$ cat src/sv/kwt_pkg.sv
`timescale 1ns / 1ps
`default_nettype none

package kwt_pkg;

  localparam int KEYWORD_CHARS = 9;
  localparam int POSITION_BITS = 16;
  localparam int LEN_BITS      = 16;
  localparam int PREFIX_IDX_W  = $clog2(KEYWORD_CHARS);
  localparam int NUM_KEYWORDS  = 18;
  localparam int FIFO_DEPTH    = 4;
  localparam int FIFO_PTR_W    = $clog2(FIFO_DEPTH);

  localparam logic [POSITION_BITS-1:0] POS_MAX = '1;
  localparam logic [LEN_BITS-1:0]      LEN_MAX = '1;

  localparam logic [4:0] K_END     = 5'd0;
  localparam logic [4:0] K_IDENT   = 5'd1;
  localparam logic [4:0] K_NUMBER  = 5'd2;
  localparam logic [4:0] K_STRING  = 5'd3;
  localparam logic [4:0] K_ASSIGN  = 5'd4;
  localparam logic [4:0] K_OP      = 5'd5;
  localparam logic [4:0] K_LPAREN  = 5'd6;
  localparam logic [4:0] K_RPAREN  = 5'd7;
  localparam logic [4:0] K_COLON   = 5'd8;
  localparam logic [4:0] K_COMMA   = 5'd9;
  localparam logic [4:0] K_UNKNOWN = 5'd10;
  localparam logic [4:0] K_KW0     = 5'd11;

  // right-justified text: the last character sits in bits [7:0]
  localparam logic [71:0] KW_TEXT [NUM_KEYWORDS] = '{
    72'("INPUT"), 72'("OUTPUT"), 72'("TRUE"), 72'("FALSE"), 72'("IF"), 72'("THEN"),
    72'("ELSE"), 72'("ENDIF"), 72'("FOR"), 72'("TO"), 72'("NEXT"), 72'("WHILE"),
    72'("ENDWHILE"), 72'("REPEAT"), 72'("UNTIL"), 72'("PROCEDURE"), 72'("FUNCTION"),
    72'("RETURN")
  };
  localparam logic [3:0] KW_LEN [NUM_KEYWORDS] = '{
    4'd5, 4'd6, 4'd4, 4'd5, 4'd2, 4'd4, 4'd4, 4'd5, 4'd3,
    4'd2, 4'd4, 4'd5, 4'd8, 4'd6, 4'd5, 4'd9, 4'd8, 4'd6
  };

  typedef struct packed {
    logic [4:0]          kind;
    logic [15:0]         start;
    logic [LEN_BITS-1:0] length;
    logic                last;
    logic                ovf;
  } tok_t;

  // all keyword compares run side by side; spellings are distinct so at most one hits
  function automatic logic [4:0] word_kind(input logic [KEYWORD_CHARS-1:0][7:0] prefix,
                                           input logic [LEN_BITS-1:0] len);
    logic [4:0] kind;
    logic       hit;
    int         kl;
    kind = K_IDENT;
    for (int k = 0; k < NUM_KEYWORDS; k++) begin
      kl  = int'(KW_LEN[k]);
      hit = (len == LEN_BITS'(kl));
      for (int i = 0; i < 9; i++) begin
        if (i < kl) begin
          if (prefix[i] != KW_TEXT[k][8*(kl-1-i) +: 8]) begin
            hit = 1'b0;
          end
        end
      end
      if (hit) begin
        kind = K_KW0 + 5'(k);
      end
    end
    return kind;
  endfunction

endpackage

`default_nettype wire

$ cat src/sv/kwt_token_fifo.sv
`timescale 1ns / 1ps
`default_nettype none

module kwt_token_fifo (
  input  wire logic              clk,
  input  wire logic              rst,
  input  wire logic [1:0]        push_count,
  input  wire kwt_pkg::tok_t     push0,
  input  wire kwt_pkg::tok_t     push1,
  input  wire logic              pop,
  output logic                   room_for_two,
  output logic                   head_valid,
  output kwt_pkg::tok_t          head
);

  kwt_pkg::tok_t                     mem [kwt_pkg::FIFO_DEPTH];
  logic [kwt_pkg::FIFO_PTR_W-1:0]    wr_ptr;
  logic [kwt_pkg::FIFO_PTR_W-1:0]    rd_ptr;
  logic [kwt_pkg::FIFO_PTR_W:0]      count;
  logic [kwt_pkg::FIFO_PTR_W:0]      count_next;
  logic [kwt_pkg::FIFO_PTR_W-1:0]    wr_ptr_p1;

  assign wr_ptr_p1    = wr_ptr + 1'b1;
  assign head_valid   = (count != '0);
  assign head         = mem[rd_ptr];
  assign room_for_two = (count <= (kwt_pkg::FIFO_PTR_W + 1)'(kwt_pkg::FIFO_DEPTH - 2));

  always_comb begin
    count_next = count + (kwt_pkg::FIFO_PTR_W + 1)'(push_count)
                 - (kwt_pkg::FIFO_PTR_W + 1)'(pop);
  end

  always_ff @(posedge clk) begin
    if (rst) begin
      wr_ptr <= '0;
      rd_ptr <= '0;
      count  <= '0;
    end else begin
      wr_ptr <= wr_ptr + kwt_pkg::FIFO_PTR_W'(push_count);
      if (pop) begin
        rd_ptr <= rd_ptr + 1'b1;
      end
      count <= count_next;
    end
  end

  always_ff @(posedge clk) begin
    if (push_count != 2'd0) begin
      mem[wr_ptr] <= push0;
    end
    if (push_count == 2'd2) begin
      mem[wr_ptr_p1] <= push1;
    end
  end

endmodule

`default_nettype wire

$ cat src/sv/keyword_token_lexer.sv
`timescale 1ns / 1ps
`default_nettype none

// channel   direction  handshake             payload
// in        to block   in_valid / in_stall   op, text_byte
// out       from block out_valid / out_stall token_kind, token_start, token_length,
//                                            last_of_run, position_overflow
//
// One text byte is taken per cycle while in_stall is low; scan state updates in
// the cycle it is taken. Its zero to two tokens enter a four-entry token queue
// and leave one per cycle while out_stall is low; a byte's two tokens leave in order.
// in_stall rises while the queue has fewer than two free entries.
// Synchronous reset clears scan state and the queue; no clearing pass is needed.

module keyword_token_lexer (
  input  wire logic        clk,
  input  wire logic        rst,
  input  wire logic        in_valid,
  output logic             in_stall,
  input  wire logic        op,
  input  wire logic [7:0]  text_byte,
  output logic             out_valid,
  input  wire logic        out_stall,
  output logic [4:0]       token_kind,
  output logic [15:0]      token_start,
  output logic [15:0]      token_length,
  output logic             last_of_run,
  output logic             position_overflow
);

  typedef enum logic [5:0] {
    MODE_IDLE = 6'b000001,
    MODE_WORD = 6'b000010,
    MODE_NUM  = 6'b000100,
    MODE_STR  = 6'b001000,
    MODE_LT   = 6'b010000,
    MODE_GT   = 6'b100000
  } mode_t;

  mode_t                                         mode, mode_next;
  logic [kwt_pkg::POSITION_BITS-1:0]             pos, pos_next;
  logic [kwt_pkg::POSITION_BITS-1:0]             pend_start, pend_start_next;
  logic [kwt_pkg::LEN_BITS-1:0]                  pend_len, pend_len_next;
  logic [kwt_pkg::KEYWORD_CHARS-1:0][7:0]        word_prefix, word_prefix_next;
  logic                                          ovf, ovf_next;

  logic          accept;
  logic          room_for_two;
  logic          head_valid;
  logic          pop;
  logic [1:0]    push_count;
  kwt_pkg::tok_t push0, push1, head;

  logic          is_alpha, is_digit, is_space, is_word;
  logic [kwt_pkg::LEN_BITS-1:0] len_grown;

  kwt_pkg::tok_t fl_tok, st_tok, e0, e1;
  logic          fl_v, st_v, e0_v, e1_v;
  mode_t         st_mode;
  logic [kwt_pkg::POSITION_BITS-1:0] st_start;
  logic [kwt_pkg::LEN_BITS-1:0]      st_len;
  logic          flag;

  assign accept    = in_valid && !in_stall;
  assign in_stall  = !room_for_two;
  assign pop       = head_valid && !out_stall;
  assign out_valid = head_valid;

  assign token_kind        = head.kind;
  assign token_start       = head.start;
  assign token_length      = head.length;
  assign last_of_run       = head.last;
  assign position_overflow = head.ovf;

  assign is_alpha  = (text_byte >= "A" && text_byte <= "Z") ||
                     (text_byte >= "a" && text_byte <= "z");
  assign is_digit  = (text_byte >= "0" && text_byte <= "9");
  assign is_space  = (text_byte == " ") || (text_byte >= 8'd9 && text_byte <= 8'd13);
  assign is_word   = is_alpha || is_digit || (text_byte == "_");
  assign len_grown = (pend_len < kwt_pkg::LEN_MAX) ? pend_len + 1'b1 : pend_len;

  // token held by the current mode, as emitted when it is cut short
  always_comb begin
    fl_v        = 1'b1;
    fl_tok      = '0;
    fl_tok.start  = 16'(pend_start);
    fl_tok.length = pend_len;
    unique case (mode) inside
      MODE_WORD: fl_tok.kind = kwt_pkg::word_kind(word_prefix, pend_len);
      MODE_NUM:  fl_tok.kind = kwt_pkg::K_NUMBER;
      MODE_STR:  fl_tok.kind = kwt_pkg::K_STRING;
      MODE_LT, MODE_GT: begin
        fl_tok.kind   = kwt_pkg::K_OP;
        fl_tok.length = kwt_pkg::LEN_BITS'(1);
      end
      default: fl_v = 1'b0;
    endcase
  end

  // what the current byte does when it begins a new token
  always_comb begin
    st_v          = 1'b0;
    st_tok        = '0;
    st_tok.start  = 16'(pos);
    st_tok.length = kwt_pkg::LEN_BITS'(1);
    st_mode       = MODE_IDLE;
    st_start      = pos;
    st_len        = kwt_pkg::LEN_BITS'(1);
    if (is_space) begin
      st_mode = MODE_IDLE;
    end else if (is_alpha) begin
      st_mode = MODE_WORD;
    end else if (is_digit) begin
      st_mode = MODE_NUM;
    end else if (text_byte == "\"") begin
      st_mode  = MODE_STR;
      st_start = (pos < kwt_pkg::POS_MAX) ? pos + 1'b1 : kwt_pkg::POS_MAX;
      st_len   = '0;
    end else if (text_byte == "<") begin
      st_mode = MODE_LT;
    end else if (text_byte == ">") begin
      st_mode = MODE_GT;
    end else begin
      st_v = 1'b1;
      case (text_byte) inside
        "(":                     st_tok.kind = kwt_pkg::K_LPAREN;
        ")":                     st_tok.kind = kwt_pkg::K_RPAREN;
        ":":                     st_tok.kind = kwt_pkg::K_COLON;
        ",":                     st_tok.kind = kwt_pkg::K_COMMA;
        "+", "-", "*", "/", "=": st_tok.kind = kwt_pkg::K_OP;
        default:                 st_tok.kind = kwt_pkg::K_UNKNOWN;
      endcase
    end
  end

  always_comb begin
    mode_next        = mode;
    pos_next         = pos;
    pend_start_next  = pend_start;
    pend_len_next    = pend_len;
    word_prefix_next = word_prefix;
    ovf_next         = ovf;
    e0_v             = 1'b0;
    e1_v             = 1'b0;
    e0               = fl_tok;
    e1               = st_tok;
    flag             = ovf;
    push_count       = 2'd0;
    push0            = '0;
    push1            = '0;

    if (accept) begin
      if (op) begin
        e0_v     = fl_v;
        e1_v     = 1'b1;
        e1       = '0;
        e1.kind  = kwt_pkg::K_END;
        e1.start = 16'(pos);
        flag             = ovf;
        mode_next        = MODE_IDLE;
        pos_next         = '0;
        pend_start_next  = '0;
        pend_len_next    = '0;
        ovf_next         = 1'b0;
      end else begin
        if (pos < kwt_pkg::POS_MAX) begin
          pos_next = pos + 1'b1;
        end else begin
          ovf_next = 1'b1;
        end
        flag = ovf_next;

        // a byte that breaks the held token: flush it, then start afresh
        if ((mode == MODE_WORD && !is_word) ||
            (mode == MODE_NUM && !is_digit) ||
            (mode == MODE_LT && text_byte != "-" && text_byte != "=" && text_byte != ">") ||
            (mode == MODE_GT && text_byte != "=") ||
            (mode == MODE_IDLE)) begin
          e0_v            = fl_v;
          e1_v            = st_v;
          mode_next       = st_mode;
          if (st_mode != MODE_IDLE) begin
            pend_start_next = st_start;
            pend_len_next   = st_len;
          end
          if (is_alpha) begin
            word_prefix_next[0] = text_byte;
          end
        end else begin
          unique case (mode) inside
            MODE_WORD: begin
              if (pend_len < kwt_pkg::LEN_BITS'(kwt_pkg::KEYWORD_CHARS)) begin
                word_prefix_next[pend_len[kwt_pkg::PREFIX_IDX_W-1:0]] = text_byte;
              end
              pend_len_next = len_grown;
            end
            MODE_NUM: pend_len_next = len_grown;
            MODE_STR: begin
              if (text_byte == "\"") begin
                e0_v      = 1'b1;
                mode_next = MODE_IDLE;
              end else begin
                pend_len_next = len_grown;
              end
            end
            MODE_LT, MODE_GT: begin
              e0_v        = 1'b1;
              e0.kind     = (mode == MODE_LT && text_byte == "-") ? kwt_pkg::K_ASSIGN
                                                                  : kwt_pkg::K_OP;
              e0.length   = kwt_pkg::LEN_BITS'(2);
              mode_next   = MODE_IDLE;
            end
            default: mode_next = MODE_IDLE;
          endcase
        end
      end

      // pack emitted tokens toward slot 0 and mark the final one
      e0.ovf = flag;
      e1.ovf = flag;
      if (e0_v && e1_v) begin
        push_count = 2'd2;
        push0      = e0;
        push1      = e1;
        push1.last = 1'b1;
      end else if (e0_v) begin
        push_count = 2'd1;
        push0      = e0;
        push0.last = 1'b1;
      end else if (e1_v) begin
        push_count = 2'd1;
        push0      = e1;
        push0.last = 1'b1;
      end
    end
  end

  always_ff @(posedge clk) begin
    if (rst) begin
      mode       <= MODE_IDLE;
      pos        <= '0;
      pend_start <= '0;
      pend_len   <= '0;
      ovf        <= 1'b0;
    end else begin
      mode       <= mode_next;
      pos        <= pos_next;
      pend_start <= pend_start_next;
      pend_len   <= pend_len_next;
      ovf        <= ovf_next;
    end
  end

  always_ff @(posedge clk) begin
    word_prefix <= word_prefix_next;
  end

  kwt_token_fifo u_queue (
    .clk          (clk),
    .rst          (rst),
    .push_count   (push_count),
    .push0        (push0),
    .push1        (push1),
    .pop          (pop),
    .room_for_two (room_for_two),
    .head_valid   (head_valid),
    .head         (head)
  );

endmodule

`default_nettype wire
$ cat config.mk
export PLATFORM = sky130hd
export DESIGN_NAME = keyword_token_lexer
export DESIGN_NICKNAME = d
export VERILOG_FILES = /design/src/sv/kwt_pkg.sv /design/src/sv/kwt_token_fifo.sv /design/src/sv/keyword_token_lexer.sv
export SDC_FILE = /design/constraint.sdc
export NUM_CORES = 1
export LEC_CHECK = 0
export ABC_AREA = 1
export BUFFER_PORTS_ARGS = -buffer_cell sky130_fd_sc_hd__buf_2
export CORE_ASPECT_RATIO = 2
export CORE_MARGIN = 3
export CORE_UTILIZATION = 55
export CTS_BUF_LIST = sky130_fd_sc_hd__clkbuf_4 sky130_fd_sc_hd__clkbuf_8 sky130_fd_sc_hd__clkbuf_16
export CTS_CLUSTER_DIAMETER = 120
export CTS_CLUSTER_SIZE = 8
export DETAILED_ROUTE_END_ITERATION = 6
export PLACE_DENSITY_LB_ADDON = 0.12
export SETUP_SLACK_MARGIN = 0.3
export SYNTH_ARGS = -nofsm -noshare
export SYNTH_HDL_FRONTEND = slang
export SYNTH_SLANG_ARGS = --single-unit
$ cat constraint.sdc
create_clock -name clk -period 5.3 [get_ports clk]
set_clock_uncertainty 0.2 [all_clocks]
set_input_delay 0.795 -clock clk [delete_from_list [all_inputs] [get_ports clk]]
set_output_delay 0.795 -clock clk [all_outputs]
set_load 0.03 [all_outputs]
After elaboration in Yosys (flattened, before gate mapping)

Memory sizes are Yosys's and may differ from the RTL's. A register that Yosys moved wholly into a read port is not among the register bits.
Index checks and enable logic that the tools add are counted.

Memories kept: 1
Bits in registers: 134
Latch bits: 0
ROM bits: 0
Bits in writable memories: 156
Output and inout bits: 41

Memory list:

| memory      | depth | bits a word | read ports | clocked after memory_dff | wr ports | RTL line             | text |
|---|---|---|---|---|---|---|---|
| u_queue.mem | 4     | 39          | 1          | 1                        | 2        | kwt_token_fifo.sv:16 | `kwt_pkg::tok_t mem [kwt_pkg::FIFO_DEPTH];` |

Multipliers: 0
Order comparisons: 14
Add/subtract/negate cells: 7
Divide/modulo/power cells: 0
Bitwise logic cells: 2
Equality and inequality tests: 97
Muxes and demuxes: 216
Reduce and logical (&&, ||, !) cells: 45
Shift-type cells: 0

Operator list:

| cell                  | number |
|---|---|
| $ne 8x7->1 const B    | 60 |
| $mux 16               | 19 |
| $mux 39               | 7 |
| $mux 1                | 134 |
| $eq 8x6->1 const B    | 13 |
| $mux 5                | 17 |
| $bwmux 72             | 1 |
| $mux 4                | 15 |
| $mux 6                | 9 |
| $eq 16x3->1 const B   | 3 |
| $mux 8                | 5 |
| $add 16x1->16 const B | 2 |
| $demux 8 s4           | 1 |
| $eq 16x2->1 const B   | 2 |
| $eq 16x4->1 const B   | 2 |
| $lt 16x16->1 const B  | 2 |
| $pmux 16 s2           | 1 |
| $ne 8x6->1 const B    | 3 |
| $pmux 5 s4            | 1 |
| $ge 8x7->1 const B    | 2 |
| $le 8x7->1 const B    | 2 |
| $lt 16x4->1 const B   | 1 |
| $logic_and 1x1->1     | 15 |
| $pmux 6 s2            | 1 |
| other kinds (39)      | 63 |

Longest topological paths before layout

Gate-level depths: netlist (run 1).

Depth in word-level cells: 32
Gate-level depth with buffers: 23
Depth with buffers taken out: 22

By module

A second synthesis (run 1) with hierarchy kept.

Cell total of the unflattened synthesis: 2,157
Area total of the unflattened synthesis: 16,628.4 um^2

By module, submodules not included:

| module              | sequential area each (um^2) | cells each | times used | area each (um^2) |
|---|---|---|---|---|
| keyword_token_lexer | 3,263.1                     | 1,252      | 1          | 8,363.0 |
| kwt_token_fifo      | 4,864.7                     | 905        | 1          | 8,265.4 |

Least setup slack after synthesis (run 1)

Ideal clock, no wire load.

Path kind: input-to-reg
From: in text_byte[7]
To: mem u_queue.mem[0][0] in the netlist's numbering, enable pin
Path buffers: 1
Stages on the path: 17
Arrival time: 3.812 ns
Path slack: 0.908 ns
Required time: 4.720 ns
Cells stage by stage: nor2_2 -> nand2_1 -> nor2_2 -> nand4_1 -> o21ai_0 -> nand3_1 -> nand2_1 -> ha_1 -> inv_1 -> nor2_1 -> inv_1 -> nor2_1 -> inv_1 -> nor2_1 -> clkinv_1 -> clkbuf_1 -> nand2_1

RTL lines:

| element     | RTL line                  | text |
|---|---|---|
| from (decl) | keyword_token_lexer.sv:21 | `input wire logic [7:0] text_byte,` |
| to (decl)   | kwt_token_fifo.sv:16      |  |

==> results of run 1 <==
==> registers in the layout (all words and copies together) (netlist names), named ones only <==
signal / flops
u_queue.mem: 156
word_prefix: 72
pend_len: 16
pend_start: 16
pos: 16
mode: 6
u_queue.count: 3
u_queue.rd_ptr: 2
u_queue.wr_ptr: 2
ovf: 1
==> power breakdown <==
group / total (mW) / switching (mW) / internal, mW
logic: 1.78 / 1.35 / 0.428
clock network: 2.62 / 0.973 / 1.65
registers: 2.62 / 0.0693 / 2.56
==> synthesized netlist by cell type (7+ instances only) <==
cell type	instances
a21oi_1	65
buf_1	7
clkbuf_1	75
dfxtp_1	128
edfxtp_1	164
ha_1	11
inv_1	193
nand2_1	274
nand3_1	167
nand4_1	97
nor2_1	309
nor3_1	38
nor4_1	14
o21ai_0	243
o21ai_1	23
o21ai_2	11
o221ai_1	9
o22ai_1	45
xor2_1	15
==> critical path, cell delays in order (launching register included) <==
cell and delay [ns]:
dfxtp_1 0.32, nor2_1 0.30, nand4_1 0.37, inv_1 0.32
nand2_1 0.13, nor2_4 0.20, nor2_8 0.10, nand2_2 0.11
nand2_2 0.10, nand2_1 0.10, ha_1 0.18, inv_1 0.09
nor2_1 0.24, inv_1 0.13, nor2_1 0.11, inv_1 0.09
nor2_1 0.28, clkinv_1 0.14, buf_4 0.31, o21ai_0 0.25
==> routing by layer <==
metal	track usage [%]	up-vias
li1	-	6891
met1	33.8	6876
met5	0	-
met3	3.81	222
met2	64.0	681
met4	24.8	2
==> metrics by stage <==
step	hold slack (ns)	util, %	cells	power [mW]	cell area (µm²)
finish	0.256	62.8	2388	7.03	17400
global placement	0.251	58.1	2318	4.41	16100
floorplan	0.230	-	1973	3.89	15400
global route	0.291	62.8	2388	7.30	17400
CTS	0.262	62.8	2388	7.03	17400
detailed placement	0.255	58.1	2318	4.44	16100
==> kinds of logic after synthesis <==
group	share of synthesized area, %
xor+xnor	1.19
flops	48.5
simple gates	27.2
buf+inv	7.48
compound gates	14.6
fa+ha+maj	1.02
==> final cells by class <==
| class | count | area [µm²] |
|---|---|---|
| Clock buffer | 68 | 1280 |
| Clock inverter | 2 | 28.8 |
| Fill cell | 2483 | 10300 |
| Inverter | 206 | 776 |
| Multi-Input combinational cell | 1382 | 6800 |
| Sequential cell | 292 | 7490 |
| Tap cell | 352 | 440 |
| Timing Repair Buffer | 86 | 563 |
==> worst max-delay path by stage <==
stage                       startpoint                 end  slack, ns  cells after the start
after global routing      text_byte[2]  u_queue.mem[0][22]       0.70                     21
after floorplan           text_byte[7]   u_queue.mem[0][0]       0.91                     17
after CTS                      mode[4]  u_queue.mem[0][22]       1.11                     19
after global placement    text_byte[1]  u_queue.mem[0][23]       0.71                     22
final                          mode[4]  u_queue.mem[0][22]       1.03                     19
after detailed placement  text_byte[3]  u_queue.mem[0][32]       0.65                     21
==> impl_metrics.yaml, run 1 <==
timing:
  hold_viol_final: 0
  final.period_utilization_pct: 80.6
  max_slew.worst_pin.slew_ns: 1.01
  setup_viol: 0
  maxSlewHeadroom_pct: 32.8
  setup_tns_ns: 0
  drv_slew: 0
  clock.fmax_ghz: 0.234
  setup_slack_ns: 1.03
  rsz0062_at_grt: "no"
  min_period_ns: 4.27
critical_path:
  r2r_end: "u_queue.mem[0][22]"
  arrival_ns: 4.44
  rr_startpoint: "mode[4]"
  cp-end-kind: "flop"
  startpoint_type: "flop"
  crit_type: "reg -> reg"
  rrSetupSlack_ns: 1.03
  cp_data_required_time_ns: 5.47
  crit_path_max_fanout: 35
  rr_worst_depth: 19
clocking:
  path_clk_slew_ns: 0.06
  root_buffer: "clkbuf_16"
  cts_tree: "built"
  clock-sinks: 292
  clk_latency_ns: 0.54
  clk_path_buf_depth: 3
  cts_made_buffers: 42
  h-tree-depth: 2
  post_cts_buffers: 0
  post_cts_resize_count: 0
  postCtsHoldBufs: 0
route:
  ant_nets: 0
  met1_length_um: 16700
  vias: 14672
  wl_per_cell_um: 22.0
  dr_wl_met2_um: 28600
  routed.top_layer: "met5"
  wl_met3_um: 2880
  dr.pass1.iters: 6
  vias_per_cell: 6.14
  drcViolationCount: 0
  drt_wl_total_um: 52600
  drt_iter0_drc: 1436
placement:
  numPortBuffers: 53
  place_ws_ns: 0.645
  gp_congestion: 0.997
  dp_hpwl_um: 38200
floorplanning:
  io_pins: 54
  core_mm2: 0.0277
  die_width_um: 124
  dieArea_mm2: 0.0302
  rows: 86
  die_y_um: 243
  start_util_pct: 55.8
min_path:
  whs_path_depth: 2
  hp-class: "reg -> reg"
  hp-start: "u_queue.rd_ptr[1]"
synth:
  synthesis.nets: 1998
  postSynthAreaPerCell_um2: 7.83
  synth_top_area_cell: "edfxtp_1"
  synth_edf_count: 164
  seq_area_frac_synth_pct: 48.5
  synth_area_leaders: "edfxtp_1, dfxtp_1, o21ai_0, nor2_1, nand2_1"
  ys_ff_latch: 292
  yosysWarnings: 0
  async_flop_share_pct: 0
  yosys.area.top_type_share_pct: 31.9
  synth_area_mm2: 0.0154
  synth_cells: 1973
  synth_cell_types: 47
  synthFlopType: "edfxtp_1"
global_route:
  track_usage_pct: 34.0
  grt_max_degree: 80
  grt_overflow: 0
  antenna_found_initial: 1
  grt_first_pass_wirelength_um: 80100
  grt_pass1_vias: 14317
power:
  power.leakage_nw: 6.48
  ir_worst_vdd_mv: 0.322
  power_density_mw_per_mm2: 404
outcome:
  status: "finished, final reports clean"
final_layout:
  mostFrequentLayoutCell: "nor2_1"
  nNetsFinal: 2035
  area_delta_synth_final_pct: 12.5
  drive_gt1_share_pct: 9.77
  layout_common_cells: "nor2_1, nand2_1, o21ai_0, inv_1, nand3_1"
  antenna_cells: 0
job:
  maxCapViolCount: 0
(Power assumes the default switching activity.)
==> inputs of run 2 (changes only) <==
==> constraint.sdc (replaced) <==
create_clock -name clk -period 3.8 [get_ports clk]
set_clock_uncertainty 0.2 [all_clocks]
set_input_delay 0.57 -clock clk [delete_from_list [all_inputs] [get_ports clk]]
set_output_delay 0.57 -clock clk [all_outputs]
set_load 0.03 [all_outputs]
==> run 2 against run 1 <==
Net effect:
- clock power is 41% higher
- highest routed layer is now met4
- via count is 2.0% higher
- core utilization is 2.2 points higher
- critical path type unchanged
- routed wire length is 6.4% higher
- sequential cell count stayed put
- worst setup slack worse by 0.48 ns
- count of clock-buffer cells in the layout is 1 higher
- first-iteration DRC count is 24% lower
- critical endpoint is now u_queue.mem[0][27]
- cell count is 2.4% higher
==> impl_metrics.yaml, run 2 (synthesis results as in run 1) <==
final_layout:
  largest_reg_flops: 156
  antenna_cells: 0
  drive_gt1_share_pct: 13.7
  post-route-util_pct: 65.0
  biggestRegsByFlops: "u_queue.mem x156, word_prefix x72"
  area_delta_synth_final_pct: 16.5
  nNetsFinal: 2092
  multi_input_area_mm2: 0.00694
  n_fill_cell: 2466
  mostFrequentLayoutCell: "nor2_1"
  stdcell_area_mm2: 0.0180
  top_register: "u_queue.mem"
  register_area_mm2: 0.00749
  layout_common_cells: "nor2_1, nand2_1, o21ai_0, inv_1, nand3_1"
min_path:
  hp-class: "in -> reg"
job:
  maxCapViolCount: 0
timing:
  final.period_utilization_pct: 85.7
  rsz0062_at_grt: "no"
  setup_tns_ns: 0
  hold_viol_final: 0
  clock.fmax_ghz: 0.307
  min_period_ns: 3.26
  maxSlewHeadroom_pct: 45.9
  setup_viol: 0
  drv_slew: 0
  max_slew.worst_pin.slew_ns: 0.812
placement:
  gp_congestion: 1.14
  place_area_mm2: 0.0166
  dp_hpwl_um: 41100
  numPortBuffers: 53
critical_path:
  cp_data_required_time_ns: 3.82
  startpoint_type: "flop"
  arrival_ns: 3.28
  crit_path_max_fanout: 23
  crit_type: "reg -> reg"
  cp-end-kind: "flop"
route:
  vias_per_cell: 6.12
  drt_wl_total_um: 56000
  wl_per_cell_um: 22.9
  dr.pass1.iters: 5
  drt_iter0_drc: 1091
  drcViolationCount: 0
  ant_nets: 0
  vias: 14962
power:
  power_density_mw_per_mm2: 561
  power.leakage_nw: 6.79
  ir_worst_vdd_mv: 0.446
floorplanning:
  core_mm2: 0.0277
  die_width_um: 124
  rows: 86
  die_y_um: 243
  start_util_pct: 55.8
  dieArea_mm2: 0.0302
  io_pins: 54
outcome:
  status: "finished, final reports clean"
clocking:
  clk_latency_ns: 0.54
  clock-sinks: 292
  clk_path_buf_depth: 3
  cts_made_buffers: 42
  h-tree-depth: 2
  postCtsHoldBufs: 0
  path_clk_slew_ns: 0.06
  root_buffer: "clkbuf_16"
  cts_tree: "built"
global_route:
  grt_pass1_vias: 15077
  track_usage_pct: 36.5
  grt_max_degree: 77
  antenna_found_initial: 0
  grt_first_pass_wirelength_um: 84800
  grt_overflow: 0
==> run 2: what timing repair did <==
item | CTS | global route
gates resized for setup | 0 | 18
setup buffers | 0 | 1
setup endpoints to repair | 0 | 249
==> run 2: cell type report <==
type                    count  area share [%]
well taps                 352            2.45
flip-flops and latches    292            41.6
inverters                 206            4.35
repair buffers            143            5.69
clock inverters             2           0.216
clock buffers              69            7.07
multi-input cells        1382            38.6
==> run 2: critical path, cell delays in order (launching register included) <==
cell	delay, ns
dfxtp_1	0.33
nor2_2	0.19
nand4_1	0.18
inv_2	0.09
nand2_1	0.09
nor2_4	0.19
nor2_8	0.07
inv_2	0.05
nand2_1	0.06
nand2_1	0.11
ha_1	0.18
inv_1	0.06
nor2_2	0.17
inv_1	0.11
nor2_1	0.11
buf_4	0.15
inv_2	0.09
nor2_4	0.11
clkinv_2	0.14
nand2_8	0.25
==> run 2: through the flow <==
stage	power [mW]	cells	hold WS, ns	worst slack [ns]
floorplan	5.46	1973	0.230	0.303
global placement	6.37	2374	0.252	0.122
detailed placement	6.40	2374	0.263	0.0374
CTS	10.1	2445	0.0981	0.346
global route	10.5	2446	0.111	0.305
finish	10.1	2446	0.109	0.544
==> run 2: per-layer routing <==
metal  vias to the layer above  part of all wire, %  global-route usage, %
met4                         0                   13                   38.4
met2                       683                   51                   65.6
li1                       6990                    -                      -
met1                      6992                   30                   32.6
met5                         -                    0                      0
met3                       297                  5.8                   5.86
==> run 2: worst paths after layout <==
path	startpoint	to	slack, ns	cells after the start
setup / recovery	mode[4]	u_queue.mem[0][27]	0.54	19
hold / removal	text_byte[5]	word_prefix[61]	0.11	1
setup reg to reg	mode[4]	u_queue.mem[0][27]	0.54	19
hold reg to reg	u_queue.mem[1][38]	u_queue.mem[1][38]	0.27	2
==> run 2: power by group <==
part           switching [mW]  internal, mW
Combinational            2.02         0.695
Sequential              0.106          3.56
Clock                    1.37          2.34
Total                    3.50          6.60
==> inputs of run 3 (changes only) <==
==> constraint.sdc (replaced) <==
create_clock -name clk -period 3.7 [get_ports clk]
set_clock_uncertainty 0.2 [all_clocks]
set_input_delay 0.555 -clock clk [delete_from_list [all_inputs] [get_ports clk]]
set_output_delay 0.555 -clock clk [all_outputs]
set_load 0.03 [all_outputs]
==> run 3 against run 2 <==
Net effect:
- non-clock buffer count shrank 2
- clock power rose by 3%
- cell count is the same
- sequential share of layout area down 0.15 points
- count of clock-buffer cells in the layout is the same
- largest cell class unchanged
- highest routed layer unchanged
==> impl_metrics.yaml, run 3 (synthesis results as in run 1) <==
critical_path:
  startpoint_type: "flop"
  cp-end-kind: "flop"
  cp_common_cell: "nand2_2"
  cp_data_required_time_ns: 3.73
  crit_slowest_cell: "dfxtp_1"
  arrival_ns: 3.25
  path_cells: "inv_1 -> nand2_1 -> nor2_2 -> o21ai_2 -> a21oi_1 -> nand2_2 -> nand3_4 -> nor2_8 -> nand2_2 -> nand2_2 -> nand2_1 -> ha_1 -> inv_2 -> nor2_4 -> inv_1 -> nor2_1 -> inv_2 -> nor2_4 -> buf_4 -> inv_4 -> nand2_8"
  slowest_delay_ns: 0.31
  crit_path_max_fanout: 12
  crit_type: "reg -> reg"
  rr_worst_depth: 21
final_layout:
  register_area_mm2: 0.00749
  antenna_cells: 0
  multi_input_area_mm2: 0.00699
  area_delta_synth_final_pct: 16.9
  top_register: "u_queue.mem"
  largest_reg_flops: 156
  layout_common_cells: "nor2_1, nand2_1, o21ai_0, inv_1, nand3_1"
  n_fill_cell: 2433
  nNetsFinal: 2092
  biggestRegsByFlops: "u_queue.mem x156, word_prefix x72"
  drive_gt1_share_pct: 14.0
  mostFrequentLayoutCell: "nor2_1"
route:
  vias_per_cell: 6.15
  drcViolationCount: 0
  drt_wl_total_um: 56000
  dr.pass1.iters: 6
  drt_iter0_drc: 1393
  wl_per_cell_um: 22.9
  ant_nets: 0
  vias: 15034
outcome:
  status: "finished, final reports clean"
clocking:
  h-tree-depth: 2
  path_clk_slew_ns: 0.05
  clk_path_buf_depth: 3
  cts_made_buffers: 42
  root_buffer: "clkbuf_16"
  cts_tree: "built"
  clk_latency_ns: 0.54
  clock-sinks: 292
  postCtsHoldBufs: 0
timing:
  drv_slew: 0
  final.period_utilization_pct: 87.1
  maxSlewHeadroom_pct: 44.5
  rsz0062_at_grt: "yes"
  hold_viol_final: 0
  min_period_ns: 3.22
  setup_slack_ns: 0.478
  max_slew.worst_pin.slew_ns: 0.831
  clock.fmax_ghz: 0.310
  setup_viol: 0
floorplanning:
  die_y_um: 243
  io_pins: 54
  start_util_pct: 55.8
  core_mm2: 0.0277
  die_width_um: 124
  rows: 86
  dieArea_mm2: 0.0302
power:
  internal_power_mw: 6.76
  p_total_mw: 10.3
  clkPwrFrac_pct: 36.8
  combinationalPowerShare_pct: 26.8
  power_density_mw_per_mm2: 573
  seqPwrFrac_pct: 36.4
  power.leakage_nw: 6.80
  ir_worst_vdd_mv: 0.594
  p_sw_mw: 3.58
  swShare_pct: 34.6
global_route:
  grt_first_pass_wirelength_um: 85000
  grt_overflow: 0
  track_usage_pct: 36.6
  antenna_found_initial: 0
  grt_max_degree: 51
  grt_pass1_vias: 14853
placement:
  gp_congestion: 1.10
  place_ws_ns: -0.0429
  dp_hpwl_um: 40600
  numPortBuffers: 53
job:
  maxCapViolCount: 0
min_path:
  hp-class: "in -> reg"
  whs_path_depth: 1
==> run 3: timing repair <==
item                                    CTS  global route
setup buffers                             0            10
endpoints found under the setup margin  102           235
cloned                                    0             2
endpoints found under the hold margin     0             0
pin swaps                                 0             2
gates resized for setup                   1            22
==> run 3: power by group through the flow <==
stage	combinational [mW]	sequential (mW)	clock (mW)
after floorplan	1.84	3.78	0
after global placement	2.68	3.82	0
after detailed placement	2.71	3.83	0
after CTS	2.72	3.76	3.83
after global routing	2.98	3.78	3.96
final	2.77	3.77	3.81
==> run 3: area by class of cell <==
type / instances / share of cell area, %
Clock buffer: 69 / 7.04
Clock inverter: 2 / 0.215
Inverter: 206 / 4.42
Multi-Input combinational cell: 1383 / 38.7
Sequential cell: 292 / 41.5
Tap cell: 352 / 2.44
Timing Repair Buffer: 141 / 5.66
Timing Repair inverter: 1 / 0.0347
==> run 3: worst max-delay path, delay by kind of cell (launching register included) <==
family | cells | cell delay, ns
DFF | 1 | 0.31
adders and majority gates | 1 | 0.18
AOI/OAI and AO/OA | 2 | 0.27
and+or+nand+nor | 12 | 1.34
buffers and inverters | 6 | 0.58
==> run 3: per-layer routing <==
| layer | up-vias | GRT usage [%] | wire [µm] |
|---|---|---|---|
| met5 | - | 0 | 0 |
| met4 | 0 | 32.7 | 6250 |
| met3 | 266 | 5.77 | 3530 |
| met2 | 805 | 67.8 | 29500 |
| met1 | 6953 | 33.5 | 16800 |
| li1 | 7010 | - | - |
==> run 3: metrics by stage <==
step           utilization, %  cell area [µm²]  setup TNS [ns]  hold WS, ns  instances
2_1_floorplan               -            15700               0        0.230       1973
3_3_place_gp             60.0            16600               0        0.248       2363
3_5_place_dp             60.0            16600           -1.41        0.255       2363
4_1_cts                  64.8            17900               0       0.0902       2434
5_1_grt                  65.3            18100               0        0.125       2446
6_report                 65.3            18100               0        0.108       2446
==> run 3: path summary, 6_finish.rpt <==
check	slack, ns	startpoint	endpoint
worst min-delay path	0.11	text_byte[2]	word_prefix[66]
worst max register to register	0.48	mode[1]	u_queue.mem[2][36]
worst max-delay path	0.48	mode[1]	u_queue.mem[2][36]
worst min register to register	0.26	pend_start[2]	pend_start[2]
